## config.mk

```make
export PLATFORM = sky130hd
export DESIGN_NAME = gan_ctrl
export DESIGN_NICKNAME = d
export VERILOG_FILES = /design/src/gan_pkg.sv /design/src/gan_ctrl.sv
export SDC_FILE = /design/constraint.sdc
export NUM_CORES = 1
export LEC_CHECK = 0
export BUFFER_PORTS_ARGS = -buffer_cell sky130_fd_sc_hd__buf_2
export CELL_PAD_IN_SITES_DETAIL_PLACEMENT = 1
export CELL_PAD_IN_SITES_GLOBAL_PLACEMENT = 2
export CORE_AREA = 3 3 47 91
export CTS_BUF_LIST = sky130_fd_sc_hd__clkbuf_16
export DETAILED_ROUTE_END_ITERATION = 10
export DIE_AREA = 0 0 50 94
export PLACE_DENSITY = 0.72
export SYNTH_ARGS = -nofsm -noshare
export SYNTH_HDL_FRONTEND = slang
export SYNTH_SLANG_ARGS = --single-unit
```

## constraint.sdc

```tcl
create_clock -name clk_i -period 1.78 [get_ports clk_i]
set_input_delay 0 -clock clk_i [delete_from_list [all_inputs] [get_ports clk_i]]
set_output_delay 0 -clock clk_i [all_outputs]
set_load 0.05 [all_outputs]
```

## src/gan_pkg.sv

```systemverilog
package gan_pkg;

  localparam int CoordW    = 6;
  localparam int DimW      = 7;
  localparam int CellAw    = 12;
  localparam int OpenDepth = 16384;
  localparam int HeapAw    = 14;
  localparam int CountW    = 15;
  localparam int SeqW      = 15;
  localparam int CostW     = 22;
  localparam int GW        = 21;
  localparam int SqW       = 13;
  localparam int RootW     = 16;
  localparam int InDataW   = 40;
  localparam int OutDataW  = 16;

  localparam logic [DimW-1:0]   GridSide     = 7'd64;
  localparam logic [DimW-1:0]   DimReset     = 7'd64;
  localparam logic [GW-1:0]     StepStraight = 21'd256;
  localparam logic [GW-1:0]     StepDiag     = 21'd362;
  localparam logic [CountW-1:0] CountFull    = 15'(OpenDepth);
  localparam logic [DimW-1:0]   NoMove       = 7'h7f;

  typedef enum logic [1:0] {
    ST_MOVE     = 2'd0,
    ST_AT_GOAL  = 2'd1,
    ST_NO_PATH  = 2'd2,
    ST_OVERFLOW = 2'd3
  } status_e;

  typedef enum logic [4:0] {
    S_INIT, S_IDLE, S_CLR, S_HCALC, S_HWAIT, S_PUSH, S_UP_RD, S_UP_CMP, S_AFTER,
    S_POP_RD, S_POP_TAKE, S_DOWN_RD, S_DOWN_CMP, S_CHK_RD, S_CHK_MARK, S_NB_RD,
    S_NB_TEST, S_FIN
  } state_e;

  typedef enum logic [4:0] {
    OP_NONE, OP_INIT_CLR, OP_ACCEPT, OP_CLR, OP_HSTART, OP_PUSH, OP_UP_RD, OP_UP_CMP,
    OP_NEXT, OP_POP_RD, OP_POP_TAKE, OP_DOWN_RD, OP_DOWN_CMP, OP_CHK_RD, OP_CHK_MARK,
    OP_NB_RD, OP_EMIT
  } op_e;

  typedef struct packed {
    logic [CostW-1:0]  f;
    logic [GW-1:0]     g;
    logic [SeqW-1:0]   seq;
    logic [CoordW-1:0] x;
    logic [CoordW-1:0] y;
    logic [1:0]        dir;
  } entry_t;

  typedef struct packed {
    op_e     op;
    status_e status;
  } cmd_t;

  typedef struct packed {
    logic in_search;
    logic in_at_goal;
    logic sweep_last;
    logic diag;
    logic sq_done;
    logic full;
    logic hole_zero;
    logic up_swap;
    logic leaf;
    logic down_swap;
    logic cur_goal;
    logic last_pop;
    logic count_zero;
    logic chk_skip;
    logic nb_valid;
    logic start;
    logic k_last;
    logic out_free;
  } stat_t;

  function automatic logic precedes(entry_t a, entry_t b);
    return {a.f, a.seq} < {b.f, b.seq};
  endfunction

  // neighbor offsets, two's complement on 8 bits
  function automatic logic [7:0] dx_of(logic diag, logic [1:0] k);
    logic [7:0] r;
    if (diag) r = k[0] ? 8'd1 : 8'hff;
    else begin
      case (k)
        2'd2:    r = 8'hff;
        2'd3:    r = 8'd1;
        default: r = 8'd0;
      endcase
    end
    return r;
  endfunction

  function automatic logic [7:0] dy_of(logic diag, logic [1:0] k);
    logic [7:0] r;
    if (diag) r = k[1] ? 8'd1 : 8'hff;
    else begin
      case (k)
        2'd0:    r = 8'hff;
        2'd1:    r = 8'd1;
        default: r = 8'd0;
      endcase
    end
    return r;
  endfunction

endpackage

```

## src/gan_ctrl.sv

```systemverilog
module gan_ctrl (
  input  logic            clk_i,
  input  logic            rst_ni,
  input  logic            s_tvalid_i,
  output logic            s_tready_o,
  input  gan_pkg::stat_t  stat_i,
  output gan_pkg::cmd_t   cmd_o
);

  gan_pkg::state_e  state_q, state_d;
  gan_pkg::status_e fin_q, fin_d;

  always_ff @(posedge clk_i or negedge rst_ni) begin
    if (!rst_ni) begin
      state_q <= gan_pkg::S_INIT;
      fin_q   <= gan_pkg::ST_MOVE;
    end else begin
      state_q <= state_d;
      fin_q   <= fin_d;
    end
  end

  always_comb begin
    state_d       = state_q;
    fin_d         = fin_q;
    s_tready_o    = 1'b0;
    cmd_o.op      = gan_pkg::OP_NONE;
    cmd_o.status  = fin_q;
    unique case (state_q)
      gan_pkg::S_INIT: begin
        cmd_o.op = gan_pkg::OP_INIT_CLR;
        if (stat_i.sweep_last) state_d = gan_pkg::S_IDLE;
      end
      gan_pkg::S_IDLE: begin
        s_tready_o = 1'b1;
        cmd_o.op   = gan_pkg::OP_ACCEPT;
        if (s_tvalid_i && stat_i.in_search) begin
          if (stat_i.in_at_goal) begin
            fin_d   = gan_pkg::ST_AT_GOAL;
            state_d = gan_pkg::S_FIN;
          end else begin
            state_d = gan_pkg::S_CLR;
          end
        end
      end
      gan_pkg::S_CLR: begin
        cmd_o.op = gan_pkg::OP_CLR;
        if (stat_i.sweep_last) state_d = gan_pkg::S_HCALC;
      end
      gan_pkg::S_HCALC: begin
        cmd_o.op = gan_pkg::OP_HSTART;
        state_d  = stat_i.diag ? gan_pkg::S_HWAIT : gan_pkg::S_PUSH;
      end
      gan_pkg::S_HWAIT: begin
        if (stat_i.sq_done) state_d = gan_pkg::S_PUSH;
      end
      gan_pkg::S_PUSH: begin
        cmd_o.op = gan_pkg::OP_PUSH;
        if (stat_i.full) begin
          fin_d   = gan_pkg::ST_OVERFLOW;
          state_d = gan_pkg::S_FIN;
        end else begin
          state_d = gan_pkg::S_UP_RD;
        end
      end
      gan_pkg::S_UP_RD: begin
        cmd_o.op = gan_pkg::OP_UP_RD;
        state_d  = stat_i.hole_zero ? gan_pkg::S_AFTER : gan_pkg::S_UP_CMP;
      end
      gan_pkg::S_UP_CMP: begin
        cmd_o.op = gan_pkg::OP_UP_CMP;
        state_d  = stat_i.up_swap ? gan_pkg::S_UP_RD : gan_pkg::S_AFTER;
      end
      gan_pkg::S_AFTER: begin
        cmd_o.op = gan_pkg::OP_NEXT;
        state_d  = (stat_i.start || stat_i.k_last) ? gan_pkg::S_POP_RD : gan_pkg::S_NB_RD;
      end
      gan_pkg::S_POP_RD: begin
        cmd_o.op = gan_pkg::OP_POP_RD;
        if (stat_i.count_zero) begin
          fin_d   = gan_pkg::ST_NO_PATH;
          state_d = gan_pkg::S_FIN;
        end else begin
          state_d = gan_pkg::S_POP_TAKE;
        end
      end
      gan_pkg::S_POP_TAKE: begin
        cmd_o.op = gan_pkg::OP_POP_TAKE;
        if (stat_i.cur_goal) begin
          fin_d   = gan_pkg::ST_MOVE;
          state_d = gan_pkg::S_FIN;
        end else if (stat_i.last_pop) begin
          state_d = gan_pkg::S_CHK_RD;
        end else begin
          state_d = gan_pkg::S_DOWN_RD;
        end
      end
      gan_pkg::S_DOWN_RD: begin
        cmd_o.op = gan_pkg::OP_DOWN_RD;
        state_d  = stat_i.leaf ? gan_pkg::S_CHK_RD : gan_pkg::S_DOWN_CMP;
      end
      gan_pkg::S_DOWN_CMP: begin
        cmd_o.op = gan_pkg::OP_DOWN_CMP;
        state_d  = stat_i.down_swap ? gan_pkg::S_DOWN_RD : gan_pkg::S_CHK_RD;
      end
      gan_pkg::S_CHK_RD: begin
        cmd_o.op = gan_pkg::OP_CHK_RD;
        state_d  = gan_pkg::S_CHK_MARK;
      end
      gan_pkg::S_CHK_MARK: begin
        cmd_o.op = gan_pkg::OP_CHK_MARK;
        state_d  = stat_i.chk_skip ? gan_pkg::S_POP_RD : gan_pkg::S_NB_RD;
      end
      gan_pkg::S_NB_RD: begin
        cmd_o.op = gan_pkg::OP_NB_RD;
        state_d  = gan_pkg::S_NB_TEST;
      end
      gan_pkg::S_NB_TEST: begin
        state_d = stat_i.nb_valid ? gan_pkg::S_HCALC : gan_pkg::S_AFTER;
      end
      gan_pkg::S_FIN: begin
        if (stat_i.out_free) begin
          cmd_o.op = gan_pkg::OP_EMIT;
          state_d  = gan_pkg::S_IDLE;
        end
      end
      default: state_d = gan_pkg::S_INIT;
    endcase
  end

endmodule

```

After elaboration in Yosys (flattened, before gate mapping)
Cells that the tools add are included.

word-level totals
  bits in registers = 7
  latch bits = 0
  RAM bits = 0
  memory bits (read-only) = 0
  bits of input ports = 21
  output and inout bits = 8
  logic and storage cells = 62
  memories = 0

cells by class
  $add $sub $neg = 0
  multipliers = 0
  div/mod/pow operators = 0
  order comparisons = 0
  eq/ne operators = 26
  shift operators = 0
  muxes and demuxes = 28
  bitwise logic cells = 0
  reductions and logical operators = 6

operators by type and width
  cell                                                             number
  5-bit one-hot mux with 18 select lines                           1
  5-bit one-hot mux with 16 select lines                           1
  5-bit two-way mux                                                10
  5-bit by 4-bit == test with 1-bit output, second input constant  8
  5-bit by 3-bit == test with 1-bit output, second input constant  4
  2-bit inequality test, second input constant                     9
  3-bit two-way mux                                                4
  4-bit two-way mux                                                3
  5-bit by 2-bit == test with 1-bit output, second input constant  2
  5-bit == test, second input constant                             2
  2-bit two-way mux                                                5
  2-bit one-hot mux with 4 select lines                            1
  6-bit AND reduction                                              1
  5-bit by 1-bit == test with 1-bit output, second input constant  1
  5-bit logical NOT                                                1
  5-bit AND reduction                                              1
  4-bit nonzero test                                               1
  1-bit two-way mux                                                3
  1-bit logical AND                                                1
  1-bit logical OR                                                 1

Longest topological paths before layout
  depth in word-level cells = 3
  gate-level depth with buffers = 7
  depth with buffers taken out = 5

Worst setup path after synthesis
OpenSTA, ideal clock, no wires.

  kind = register to output
  start point = register state_q[1]
  end point = output port cmd_o[6] (netlist bit)
  arrival = 2.065 ns
  data required time = 1.780 ns
  slack = -0.285 ns
  cell stages (with the launch flop) = 5
  buffers on the path = 2
  cells stage by stage = dfrtp_1 > buf_4 > or3b_1 > buf_6 > nor3_1

RTL lines
  item                    RTL line        RTL
  start, declared         gan_ctrl.sv:10  gan_pkg::state_e state_q, state_d;
  start signal, assigned  gan_ctrl.sv:15  state_q <= gan_pkg::S_INIT;
  start signal, assigned  gan_ctrl.sv:18  state_q <= state_d;
  end, declared           gan_ctrl.sv:7   output gan_pkg::cmd_t cmd_o

Worst setup path after layout
  start point = register state_q[3]
  end point = register fin_q[0]

on the way
  longest elaborated chain between the ends = 3
  elaborated cells on any way between the ends = 12
  those cells by class = 9 x eq/ne; 1 x mux; 2 x reduce/logical

ends and longest elaborated chain
  item                                                                                 RTL line        RTL
  5-bit by 4-bit == test with 1-bit output, or another cell as far along               gan_ctrl.sv:29  unique case (state_q)
  4-bit nonzero test (no source line) / 2-bit inequality test (equally long branches)  --
  6-bit AND reduction (no source line)                                                 --
  end signal, assigned                                                                 gan_ctrl.sv:16  fin_q <= gan_pkg::ST_MOVE;
  end signal, assigned                                                                 gan_ctrl.sv:19  fin_q <= fin_d;
  end, declared                                                                        gan_ctrl.sv:11  gan_pkg::status_e fin_q, fin_d;

Parallel ways exist; a longest one is shown, timed or not.
A chain may end at the register's enable or synchronous reset.

==> impl_metrics.csv <==
group,metric,value,unit
worst_setup_path,path_delay_family,"compound AO/OA/AOI/OAI gates",
synthesis,yosysTopAreaCellShare,20.47,%
final_layout,utilization,33.48,%
route,wl_per_cell,16.90,um
route,drtIter0Drc,31,
clock_network,post_cts_buffers,0,
grt,grt_max_degree,19,
floorplanning,ios,29,
timing,max_freq,0.5808,GHz
timing,finalHoldViolCount,0,
synthesis,synth_top_family_by_area,"simple AND/OR/NAND/NOR gates",
place,dp_hpwl,2829,um
final_layout,design_area,1234,um2
synthesis,yosysTopAreaCell,"dfrtp_1",
timing,period_share,96.73,%
worst_setup_path,arrival,1840,ps
synthesis,syn_avg_cell_area,7.132,um2
worst_setup_path,start_kind,"flip-flop",
clock_network,htreeDepth,1,
floorplanning,die_area,4700,um2
worst_setup_path,cpMaxStageDelayCell,"dfrtp_1",
worst_setup_path,path_depth,6,
worst_setup_path,critPathCaptureType,"flip-flop",
final_layout,antenna_cells,0,
synthesis,synth_nets,141,
grt,antenna_found_initial,0,
final_layout,syn_to_final_growth,44.15,%
clock_network,cts_root_buf,"clkbuf_16",
grt,grt_util_all_layers,16.10,%
synthesis,ys_seq_elements,7,
job,cap_viol_max_count,0,
hold_path,hp-class,"primary input to flip-flop",
worst_setup_path,crit_path_max_fanout,8,
clock_network,tritoncts,"yes",
synthesis,synthTopCellsByArea,"dfrtp_1, nor2_1, a21oi_1",
clock_network,numCtsBuffers,3,
worst_setup_path,max_stage_delay,390,ps
synthesis,synth_adder_area_share,0,%
timing,finalCriticalPeriod,1722,ps
synthesis,netlist_area,855.8,um2
worst_setup_path,crit_type,"flip-flop to flip-flop",
timing,finClkSkew,1.788,ps
worst_setup_path,worstRegToRegCells,6,
route,postRouteAntennaNets,0,
timing,drv_slew,0,
worst_setup_path,r2r-start,"state_q[3]",
floorplanning,die_h,94,um
synthesis,syn_inst,120,
synthesis,synth.distinct_cells,43,
power,p_total,0.002366,W
synthesis,synthMuxAreaShare,2.485,%
final_layout,nNetsFinal,179,
grt,grt_pass1_wl,5533,um
place,io_buffer_count,28,
status,status,"complete, no violations",
worst_setup_path,r2r_setup_slack,60,ps
worst_setup_path,endpoint,"fin_q[0]",
route,wl,3481,um
timing,slew_headroom,71.06,%
grt,grt_pass1_vias,1158,
final_layout,drive_gt1_share,36.31,%
synthesis,synthArstFlopShare,100.0,%
place,gp_congestion,0.8432,
clock_network,clock-sinks,7,
timing,finalSetupViolCount,0,
worst_setup_path,reg2reg_to,"fin_q[0]",
grt,overflow,0,
route,drc,0,
power,ir_worst_vdd,0.0007905,V
synthesis,synth_edf_count,0,
final_layout,final_cell_mix,"buf_2, buf_4, nor2_1",
power,cellPowerDensity,1918,nW/um2
place,place_area,1127,um2
worst_setup_path,cp-startpoint,"state_q[3]",
timing,worst_pin_slew,431.5,ps
floorplanning,core-area,3685,um2
timing,rsz0062_at_grt,"no",
synthesis,synth_xor_area_share,3.070,%
route,via_count,1054,
power,p_leak,0.5449,nW
worst_setup_path,cp_num_buf_inv,1,
floorplanning,initial_utilization,23.23,%
floorplanning,die_w,50,um
hold_path,hp-start,"stat_i[15]",
final_layout,final_common_cell,"buf_2",
clock_network,path_clk_slew,40,ps
synthesis,yosysWarnings,0,
floorplanning,std_cell_rows,31,
synthesis,yosys_most_used_dff,"dfrtp_1",
synthesis,synth_compound_area_share,29.24,%
clock_network,clockBufferDepth,2,
worst_setup_path,crit_chain,"buf_4, nor4bb_2, a31oi_1, o211ai_2, a2bb2oi_2, mux2_1",
route,drt-pass1-iter-count,4,
worst_setup_path,cp_data_required_time,1900,ps
synthesis,yosys.area_share.simple,35.23,%
route,via_per_inst,5.117,
clock_network,insertion_delay,240,ps
synthesis,seq_area_frac_synth,20.47,%
[metal layers]
metal  global-route usage, %  up-vias  part of all wire [%]
met1                   13.40      496                    35
met5                       0        -                     0
met3                   2.862       16                   3.5
met4                   13.86        0                   6.0
li1                        -      507                     -
met2                   30.68       35                    56
[cell families (layout without fill, tap and decap cells)]
kind of cell,count (synthesis),count (layout)
AOI/OAI and AO/OA,37,37
xor gates and xnor gates,3,3
buffers and inverters,16,53
DFF,7,7
muxes,2,2
and+or+nand+nor,55,55
[worst min-delay path, stage by stage]
cell and delay [ps]:
buf_2 90, nand4b_1 100, a22oi_1 100
[final cells by class]
cell class	instances	area, um2
tap	49	61.31
sequential	7	175.2
clock buffer	3	75.07
multi-input combinational	97	624.3
clock inverter	1	3.754
inverter	4	15.01
timing repair buffer	45	279.0
fill	462	2451
[synthesized netlist by cell type (2+ instances only)]
cell / count
a21oi_1: 9
dfrtp_1: 7
buf_2: 5
nor3_1: 7
nor2_1: 15
nand3_1: 2
nor2b_1: 3
nand3b_1: 4
o21ai_0: 8
a31oi_1: 2
clkbuf_1: 4
a22oi_1: 3
nand2_1: 8
a211oi_1: 3
buf_4: 2
nand2b_1: 6
xnor2_1: 2
a41oi_1: 2
inv_1: 4
[state kept, by name, summed over array words and instances, names as in the netlist]
name	flops
state_q	5
fin_q	2
[metrics by stage]
| stage | hold slack [ps] | TNS [ps] | setup slack [ps] | instances |
|---|---|---|---|---|
| 6_report | 107.5 | 0 | 58.20 | 206 |
| 5_1_grt | 98.37 | 0 | 7.919 | 206 |
| 4_1_cts | 103.7 | 0 | 12.91 | 206 |
| 3_5_place_dp | -149.9 | 0 | 65.25 | 201 |
| 3_3_place_gp | -151.5 | 0 | 71.55 | 201 |
| 2_1_floorplan | -295.6 | -263.4 | -100.3 | 120 |
[how the worst min path moves through the flow]
stage / depth (start not counted) / to
finish: 3 / state_q[1]
global placement: 1 / fin_q[1]
detailed placement: 1 / fin_q[0]
global route: 3 / state_q[1]
CTS: 3 / state_q[1]
floorplan: 0 / fin_q[0]
[power by group]
part | internal (W) | switching [W] | leakage (nW)
Sequential | 0.000219 | 0.0000641 | 0.0878
Combinational | 0.000627 | 0.00107 | 0.415
Clock | 0.000293 | 0.0000931 | 0.0423
Total | 0.00114 | 0.00123 | 0.545
[timing repair]
action,CTS,global route
gates resized for setup,1,4
hold endpoints to repair,7,0
endpoints found under the setup margin,1,4
hold buffers,1,0
Power figures use the tool's default switching activity.
